===== config.mk =====
export PLATFORM = sky130hd
export DESIGN_NAME = stack_with_replace_and_order_check
export DESIGN_NICKNAME = d
export VERILOG_FILES = /design/src/rtl/core/stkrc_pkg.sv /design/src/rtl/core/stkrc_mem.sv /design/src/rtl/core/stack_with_replace_and_order_check.sv
export SDC_FILE = /design/constraint.sdc
export NUM_CORES = 2
export LEC_CHECK = 0
export ABC_CLOCK_PERIOD_IN_PS = 6800
export BUFFER_PORTS_ARGS = -buffer_cell sky130_fd_sc_hd__buf_2
export CORE_MARGIN = 4
export CORE_UTILIZATION = 50
export DETAILED_ROUTE_END_ITERATION = 12
export MAX_ROUTING_LAYER = met4
export PLACE_DENSITY = 0.66
export SYNTH_ARGS = -nofsm -noshare
export SYNTH_HDL_FRONTEND = slang
export SYNTH_SLANG_ARGS = --single-unit

===== constraint.sdc =====
create_clock -name clk_i -period 6.8 [get_ports clk_i]
set_input_delay 1.7 -clock clk_i [delete_from_list [all_inputs] [get_ports clk_i]]
set_output_delay 1.7 -clock clk_i [all_outputs]
set_load 0.005 [all_outputs]

===== src/rtl/core/stkrc_pkg.sv =====
// ----------------------------------------------------------------------------
// stkrc_pkg
// Types and constants shared by the stack block and its storage.
// ----------------------------------------------------------------------------
`timescale 1ns / 1ps
`default_nettype none

package stkrc_pkg;

  localparam int unsigned WORD_W = 32;

  typedef enum logic [1:0] {
    OP_PUSH    = 2'd0,
    OP_POP     = 2'd1,
    OP_REPLACE = 2'd2,
    OP_CHECK   = 2'd3
  } op_e;

  typedef enum logic [1:0] {
    STAT_OK    = 2'd0,
    STAT_EMPTY = 2'd1,
    STAT_FULL  = 2'd2
  } status_e;

  typedef enum logic [1:0] {
    S_IDLE,
    S_POP,
    S_WALK,
    S_RESP
  } state_e;

  // Value returned by a pop from an empty stack.
  localparam logic [WORD_W-1:0] RESULT_EMPTY = '1;

  typedef struct packed {
    op_e                      opcode;
    logic signed [WORD_W-1:0] value;
    logic signed [WORD_W-1:0] old_value;
  } stkrc_req_t;

  typedef struct packed {
    logic signed [WORD_W-1:0] result_value;
    status_e                  status;
  } stkrc_rsp_t;

endpackage

`default_nettype wire


===== src/rtl/core/stkrc_mem.sv =====
// ----------------------------------------------------------------------------
// stkrc_mem
// Stack storage: one write port and one read port with registered read data.
// ----------------------------------------------------------------------------
`timescale 1ns / 1ps
`default_nettype none

module stkrc_mem import stkrc_pkg::*; #(
  parameter int unsigned DEPTH = 64,
  localparam int unsigned AW   = $clog2(DEPTH)
) (
  input  wire logic              clk_i,
  input  wire logic              we_i,
  input  wire logic [AW-1:0]     waddr_i,
  input  wire logic [WORD_W-1:0] wdata_i,
  input  wire logic              re_i,
  input  wire logic [AW-1:0]     raddr_i,
  output logic      [WORD_W-1:0] rdata_o
);

  logic [WORD_W-1:0] mem_q [DEPTH];

  always_ff @(posedge clk_i) begin
    if (we_i) begin
      mem_q[waddr_i] <= wdata_i;
    end
  end

  always_ff @(posedge clk_i) begin
    if (re_i) begin
      rdata_o <= mem_q[raddr_i];
    end
  end

endmodule

`default_nettype wire


===== src/rtl/core/stack_with_replace_and_order_check.sv =====
// ----------------------------------------------------------------------------
// stack_with_replace_and_order_check
// Bounded LIFO stack with replace-all-matches and strict order check.
// ----------------------------------------------------------------------------
// Push and empty pop go from accept straight to S_RESP; a pop passes S_POP.
// Replace and order check walk the stored entries in S_WALK, then S_RESP; the
// walk issues one storage read per cycle through the single read port and
// compares it in the next cycle. A new request is taken only once the block
// has loaded the response into its output register and is back in S_IDLE.
// Reset clears the entry count and the handshake state; the storage itself
// is not cleared and is only read below the entry count.
`timescale 1ns / 1ps
`default_nettype none

module stack_with_replace_and_order_check import stkrc_pkg::*; #(
  parameter int unsigned DEPTH = 64
) (
  input  wire logic       clk_i,
  input  wire logic       rst_ni,
  input  wire logic       in_valid_i,
  output logic            in_ready_o,
  input  wire stkrc_req_t in_data_i,
  output logic            out_valid_o,
  input  wire logic       out_ready_i,
  output stkrc_rsp_t      out_data_o
);

  localparam int unsigned AW = $clog2(DEPTH);
  localparam int unsigned CW = $clog2(DEPTH + 1);

  state_e            state_q, state_d;
  logic [CW-1:0]     count_q, count_d;
  logic              out_valid_q, out_valid_d;
  stkrc_rsp_t        out_q, out_d;
  logic              pend_q, pend_d;

  logic              is_check_q, is_check_d;
  logic [WORD_W-1:0] val_q, val_d;
  logic [WORD_W-1:0] old_q, old_d;
  logic [CW-1:0]     left_q, left_d;
  logic [AW-1:0]     addr_q, addr_d;
  logic [AW-1:0]     pend_addr_q, pend_addr_d;
  logic              has_prev_q, has_prev_d;
  logic [WORD_W-1:0] prev_q, prev_d;
  logic              ok_q, ok_d;
  logic [WORD_W-1:0] res_q, res_d;
  status_e           stat_q, stat_d;

  logic              mem_we;
  logic [AW-1:0]     mem_waddr;
  logic [WORD_W-1:0] mem_wdata;
  logic              mem_re;
  logic [AW-1:0]     mem_raddr;
  logic [WORD_W-1:0] mem_rdata;

  logic              accept;
  logic              issue;
  logic [CW-1:0]     count_m1;

  stkrc_mem #(
    .DEPTH (DEPTH)
  ) u_mem (
    .clk_i   (clk_i),
    .we_i    (mem_we),
    .waddr_i (mem_waddr),
    .wdata_i (mem_wdata),
    .re_i    (mem_re),
    .raddr_i (mem_raddr),
    .rdata_o (mem_rdata)
  );

  assign in_ready_o  = (state_q == S_IDLE);
  assign accept      = in_valid_i && in_ready_o;
  assign out_valid_o = out_valid_q;
  assign out_data_o  = out_q;
  assign count_m1    = count_q - CW'(1);
  assign issue       = (left_q != '0);

  always_comb begin
    state_d     = state_q;
    count_d     = count_q;
    out_valid_d = out_valid_q && !out_ready_i;
    out_d       = out_q;
    pend_d      = 1'b0;
    is_check_d  = is_check_q;
    val_d       = val_q;
    old_d       = old_q;
    left_d      = left_q;
    addr_d      = addr_q;
    pend_addr_d = pend_addr_q;
    has_prev_d  = has_prev_q;
    prev_d      = prev_q;
    ok_d        = ok_q;
    res_d       = res_q;
    stat_d      = stat_q;
    mem_we      = 1'b0;
    mem_waddr   = count_q[AW-1:0];
    mem_wdata   = in_data_i.value;
    mem_re      = 1'b0;
    mem_raddr   = count_m1[AW-1:0];

    case (state_q)
      S_IDLE: begin
        if (accept) begin
          val_d      = in_data_i.value;
          old_d      = in_data_i.old_value;
          is_check_d = (in_data_i.opcode == OP_CHECK);
          res_d      = '0;
          stat_d     = STAT_OK;
          case (in_data_i.opcode)
            OP_PUSH: begin
              if (count_q >= CW'(DEPTH)) begin
                stat_d = STAT_FULL;
              end else begin
                mem_we  = 1'b1;
                count_d = count_q + CW'(1);
              end
              state_d = S_RESP;
            end
            OP_POP: begin
              if (count_q == '0) begin
                res_d   = RESULT_EMPTY;
                stat_d  = STAT_EMPTY;
                state_d = S_RESP;
              end else begin
                mem_re  = 1'b1;
                state_d = S_POP;
              end
            end
            default: begin
              // Replace walks upward from the bottom, order check downward
              // from the top.
              left_d     = count_q;
              addr_d     = (in_data_i.opcode == OP_CHECK) ? count_m1[AW-1:0] : '0;
              has_prev_d = 1'b0;
              ok_d       = 1'b1;
              state_d    = S_WALK;
            end
          endcase
        end
      end

      S_POP: begin
        res_d   = mem_rdata;
        count_d = count_m1;
        state_d = S_RESP;
      end

      S_WALK: begin
        mem_re      = issue;
        mem_raddr   = addr_q;
        pend_d      = issue;
        pend_addr_d = addr_q;
        if (issue) begin
          left_d = left_q - CW'(1);
          addr_d = is_check_q ? addr_q - AW'(1) : addr_q + AW'(1);
        end
        if (pend_q) begin
          if (is_check_q) begin
            // The entry read earlier sits above this one and must be smaller.
            if (has_prev_q && ($signed(prev_q) >= $signed(mem_rdata))) begin
              ok_d = 1'b0;
            end
            prev_d     = mem_rdata;
            has_prev_d = 1'b1;
          end else if (mem_rdata == old_q) begin
            mem_we    = 1'b1;
            mem_waddr = pend_addr_q;
            mem_wdata = val_q;
          end
        end
        if (!issue && !pend_q) begin
          res_d   = is_check_q ? {{(WORD_W-1){1'b0}}, ok_q} : '0;
          stat_d  = STAT_OK;
          state_d = S_RESP;
        end
      end

      S_RESP: begin
        if (!out_valid_q || out_ready_i) begin
          out_d.result_value = res_q;
          out_d.status       = stat_q;
          out_valid_d        = 1'b1;
          state_d            = S_IDLE;
        end
      end

      default: begin
        state_d = S_IDLE;
      end
    endcase
  end

  always_ff @(posedge clk_i or negedge rst_ni) begin
    if (!rst_ni) begin
      state_q     <= S_IDLE;
      count_q     <= '0;
      out_valid_q <= 1'b0;
      pend_q      <= 1'b0;
    end else begin
      state_q     <= state_d;
      count_q     <= count_d;
      out_valid_q <= out_valid_d;
      pend_q      <= pend_d;
    end
  end

  always_ff @(posedge clk_i) begin
    out_q       <= out_d;
    is_check_q  <= is_check_d;
    val_q       <= val_d;
    old_q       <= old_d;
    left_q      <= left_d;
    addr_q      <= addr_d;
    pend_addr_q <= pend_addr_d;
    has_prev_q  <= has_prev_d;
    prev_q      <= prev_d;
    ok_q        <= ok_d;
    res_q       <= res_d;
    stat_q      <= stat_d;
  end

endmodule

`default_nettype wire

Word-level counts from Yosys, hierarchy flattened
Memories as Yosys holds them, arrays and structs flattened. A register that Yosys moved wholly into a read port is not among the register bits. Cells that the tools add are included.

Input port bits: 70. Bits in writable memories: 2048. Output and inout port bits: 36. Memories: 1. Bits in registers: 197. Latch bits: 0. Word-level logic and storage cells: 136. Bits in read-only memories: 0.

Multipliers: 0. Eq/ne operators: 16. Reductions and logical operators: 27. Div/mod/pow operators: 0. Bitwise logic cells: 0. Shift operators: 0. Order comparisons: 2. Multiplexer cells: 68. Add/sub/neg operators: 5.

Memory list: u_mem.mem_q (depth 64, bits a word 32, read ports 1, clocked after memory_dff 1, write ports 1, RTL line stkrc_mem.sv:21) `logic [WORD_W-1:0] mem_q [DEPTH];`.

Operator list (count): 32-bit two-way mux (8); 32-bit one-hot mux with 3 select lines (1); 6-bit two-way mux (10); 7-bit two-way mux (6); 32-bit equality test (1); 32-bit greater-or-equal comparator (1); 7-bit one-hot mux with 2 select lines (2); 1-bit two-way mux (25); 2-bit inequality test (second input constant) (8); 2-bit two-way mux (7); 7-bit by 1-bit subtractor with 7-bit output (second input constant) (2); 2-bit one-hot mux with 2 select lines (3); 6-bit one-hot mux with 2 select lines (1); 3-bit AND reduction (4); 1-bit one-hot mux with 2 select lines (4); 2-bit one-hot mux with 4 select lines (1); 4-bit AND reduction (2); 7-bit by 1-bit adder with 7-bit output (second input constant) (1); 7-bit greater-or-equal comparator (second input constant) (1); 7-bit logical NOT (1); 7-bit nonzero test (1); 6-bit by 1-bit adder with 6-bit output (second input constant) (1); 2-bit equality test (second input constant) (3); 6-bit AND reduction (1); 12 further kinds (23).

Longest topological paths before layout
Word-level depth: 7. Depth in mapped cells: 14. Mapped depth without buffers: 9.

Cells and area by module
A second synthesis with hierarchy kept.

Cells, all modules: 3934. Area total of the unflattened synthesis: 87705.4 µm².

Modules (own cells, without submodules): stkrc_mem (times used 1, area each 78839.4 µm², cells each 3324, seq. area each 62459.9 µm²); stack_with_replace_and_order_check (times used 1, area each 8866.0 µm², cells each 610, seq. area each 5860.6 µm²).

Least setup slack after synthesis
No wires, ideal clock.

Kind: in2reg. Start: in in_data_i[65] (netlist name). End: mem u_mem.mem_q[61][0] (enable). Arrival: 5.165 ns. Path slack: 1.170 ns. Required time: 6.334 ns. Cell stages on the path: 5. Buffers on the path: 1. Library setup time: 0.466 ns. Path through: nor4_1 and3_1 clkbuf_1 nand4_1 o21ai_0.

Word-level cells in the longest chain between the ends: 6.

Ends and longest elaborated chain: from (decl) (RTL line stack_with_replace_and_order_check.sv:22) `input wire stkrc_req_t in_data_i,`; 2-bit logical NOT (RTL line stack_with_replace_and_order_check.sv:110) `case (in_data_i.opcode)`; 1-bit two-way mux (RTL line stack_with_replace_and_order_check.sv:110); 1-bit two-way mux (RTL line stack_with_replace_and_order_check.sv:104) `if (accept) begin`; 1-bit one-hot mux with 2 select lines (RTL line stack_with_replace_and_order_check.sv:102) `case (state_q)`; 1-bit two-way mux (RTL line stkrc_mem.sv:24) `if (we_i) begin`; 1-bit two-way mux (implied by the code) (RTL line stkrc_mem.sv:25) `mem_q[waddr_i] <= wdata_i;`; to (decl) (RTL line stkrc_mem.sv:21).

Every way passes these cells.

Worst setup path in the final report
Start: reg state_q[0]. End: reg u_mem.rdata_o[8], read port of u_mem.mem_q (data pin).

Word-level cells in the longest chain between the ends: 4. Elaborated cells between the ends (all ways): 6. Classes of those cells: 1 x eq/ne; 3 x mux; 2 x reduce/logical.

Ends and longest elaborated chain: from (decl) (RTL line stack_with_replace_and_order_check.sv:31) `state_e state_q, state_d;`; from (signal assigned) (RTL line stack_with_replace_and_order_check.sv:201) `state_q <= state_d;`; 2-bit logical NOT (RTL line stack_with_replace_and_order_check.sv:72, stack_with_replace_and_order_check.sv:102); 1-bit logical AND (RTL line stack_with_replace_and_order_check.sv:73) `assign accept = in_valid_i && in_ready_o;`; 1-bit two-way mux (RTL line stack_with_replace_and_order_check.sv:104); 1-bit one-hot mux with 2 select lines (RTL line stack_with_replace_and_order_check.sv:102); to (decl) (RTL line stkrc_mem.sv:18) `output logic [WORD_W-1:0] rdata_o`.

Parallel ways exist; a longest one is shown, timed or not. A chain may end at the register's enable or synchronous reset.

==> impl_results.md <==
- Status: finished with violations
- Failing checks: max-capacitance violations, max-slew violations
- CTS max path bufs: 3
- Pin count of the biggest net entering global routing: slightly below 90
- Pre-CTS setup slack: 0.8813 ns
- Yosys warns: 0
- H-tree depth: 4
- CP Buf/Inv Count: 5
- Synth unique cells: 71
- Final worst setup slack: around 0.70 ns
- Sequential fraction of design power: around 34%
- Psw: ~19000 µW
- WP data arrival: 6.62 ns
- Register bit total from synthesis: 2277
- Gate Count Post-Synth: around 4300
- Clock sinks: around 2300
- Mapped Area: 89170 µm²
- Hold_buf cts: 0
- Post-DP HPWL: between 100 and 150 mm
- Post-Layout Inst Area: between 100000 and 150000 µm²
- Worst skew pair latency: 0.86 ns
- Req. time, crit path: about 7.3 ns
- Vias in the first global route: 45140
- Worst min path class: reg2reg
- CP max FO: 45
- Fmax: 0.1638 GHz
- Fin crit share: about 90%
- Slew margin rel.: -5.830%
- Family with the most delay on the worst path: buffers and inverters
- Num rows: between 150 and 200
- Critical setup path kind: reg2reg
- Hold Slack: 0.4174 ns
- Post-synthesis async set-or-reset flop share: 0.4831%
- Fin. max-slew vios: 2
- Final setup vio count: 0
- IO Count: 106
- Layout area overhead: 12.91%
- Int Pwr: roughly 31000 µW
- Routability Congestion: ~0.9
- Worst-path clk slew: roughly 0.060 ns
- Die area: roughly 190000 µm²
- Avg Synthesized Cell Area: about 21 µm²
- VDD IR-drop max: roughly 0.00048 V
- EDFF count, synth: 2266
- Setup TNS: 0 ns
- CTS tree: built
- Startpoint Class: register
- Port Buf Inserts: 105
- Placed Area: ~94000 µm²
- Post-CTS setup buffers: 0
- Most frequent cells in the layout: edfxtp_1, mux4_2, nand2_1
- Fin nets: 4712
- Register area share after synthesis: 76.62%
- Die width: between 400 and 500 µm
- ANT nets after route: 0
- Gr usage total: between 20% and 30%
- Cell repeated most along the worst path: buf_4
- Main flop type after synthesis: edfxtp_1
- RSZ-0062 raised after global routing: no
- Switching Fraction: a little under two fifths
- Hold Vio Cnt, Final: 0
- CP peak stage delay: about 1.3 ns
- Core Box Area: 176700 µm²
- Syn Nets: 4420
- Fin crit period: approximately 6 ns
- Clock group share of total power: 23.9%
- Initial antenna violation count: 10
- First-pass DRT Iterations: 8
- Final WL: around 240 mm
- CP Cell Sequence: inv_1, ha_2, buf_4, inv_2, mux2i_4, buf_4, buf_4, mux4_2, mux2i_1, nor3_1, a211oi_1, nand3_1
- Worst Setup End Kind: register
- Cell at the slowest stage of the critical path: a211oi_1
- MaxCap Viol Count: 1
- Final global-route overflow total: 0
- DRC: 0
- Die Span Y: around 430 µm
- Num CTS Buffers: 218
- Worst Skew: approximately 0.046 ns
- Commonest non-fill, non-tap cell in the layout: edfxtp_1
- First-pass GRT wire length: 342.3 mm
- Clock Tree Root: clkbuf_16
- Drt wl/cell: 33.96 µm
- PostCTS Resize Cnt: 0
- Leakage Power: ~0.033 µW
- Via count: roughly 46000
- First-iteration detailed-routing DRC count: roughly 6600
- Share of layout cells above drive strength 1: between 20% and 30%
- P per Cell Area: roughly 500 nW/µm²
- Vias per std cell: between 6 and 7
- Combinational share of power: a little over two fifths
- Starting Density: between 50 and 60%
- Worst Tran Pin Value: roughly 1.6 ns
==> layer usage <==
| layer | GRT usage, % | routed length, µm |
|---|---|---|
| met1 | 37.08 | 93390 |
| met2 | 41.06 | 114800 |
| met3 | 5.325 | 24460 |
| met4 | 9.331 | 9246 |
| met5 | - | 0 |
==> logic make-up (layout without fill, tap and decap cells) <==
group | Yosys count | after routing | share of synthesized area (%)
and+or+nand+nor | 730 | 730 | 3.745
other | 0 | 6 | 0
xor gates and xnor gates | 51 | 51 | 0.5009
buffers and inverters | 275 | 746 | 1.670
DFF | 2277 | 2277 | 76.62
muxes | 678 | 678 | 14.95
AOI/OAI and AO/OA | 247 | 247 | 1.866
adders and majority gates | 46 | 46 | 0.6539
==> cell usage after synthesis (all sizes together) (45+ instances only) <==
| master | instances | area, µm² |
|---|---|---|
| nor2 | 125 | 481.7 |
| buf | 165 | 1076 |
| nand3 | 167 | 835.8 |
| ha | 45 | 563.0 |
| mux2i | 114 | 1145 |
| a21oi | 58 | 324.1 |
| nand2 | 307 | 1152 |
| inv | 51 | 191.4 |
| mux4 | 516 | 11640 |
| clkbuf | 59 | 221.5 |
| edfxtp | 2266 | 68050 |
| a21o | 49 | 367.9 |
| mux2 | 48 | 540.5 |
==> flip-flops by register name, indices dropped and copies added (netlist names), 6 cells and up <==
name,cells
prev_q,32
count_q,7
pend_addr_q,6
addr_q,6
val_q,32
left_q,7
out_data_o,34
res_q,32
u_mem.rdata_o,32
u_mem.mem_q,2048
old_q,32
==> worst register-to-register path: stages, from the launching register on <==
cell and delay, ns:
dfrtp_1 0.42, inv_1 0.13, ha_2 0.19, buf_4 0.49
inv_2 0.32, mux2i_4 0.98, buf_4 0.66, buf_4 0.43
mux4_2 0.36, mux2i_1 0.15, nor3_1 0.06, a211oi_1 1.27
nand3_1 0.31
==> per-stage QoR <==
stage	utilization (%)	power, µW	cells
6_report	56.98	50440	7121
5_1_grt	56.98	52120	7120
4_1_cts	56.97	50470	7115
3_5_place_dp	52.95	38500	6716
3_3_place_gp	52.95	38420	6716
2_1_floorplan	-	30330	4304
==> power groups by stage <==
stage	Combinational (µW)	Clock, µW	Sequential, µW
floorplan	13500	0	16900
detailed placement	21300	0	17200
finish	21500	12000	16900
global route	22400	12800	16900
global placement	21300	0	17200
CTS	21400	12200	16900
==> worst paths after layout <==
path                       cells after the start  slack [ns]          endpoint       start
setup reg to reg                              12        0.70  u_mem.rdata_o[8]  state_q[0]
min in group asynchronous                      1        0.75        count_q[0]      rst_ni
hold / removal                                 0        0.42    out_data_o[22]   res_q[20]
setup / recovery                              12        0.70  u_mem.rdata_o[8]  state_q[0]
max in group asynchronous                      1        5.78            pend_q      rst_ni
hold reg to reg                                0        0.42    out_data_o[22]   res_q[20]
==> final cells by class <==
class / instances / area, µm²
Clock buffer: 274 / 5738
Timing Repair Buffer: 296 / 2185
Clock inverter: 125 / 1365
Multi-Input combinational cell: 1752 / 19940
Antenna cell: 6 / 15.01
Sequential cell: 2277 / 68320
Fill cell: 12800 / 76010
Tap cell: 2340 / 2928
Inverter: 51 / 191.4
No activity file was read; power rests on OpenSTA's default activity.
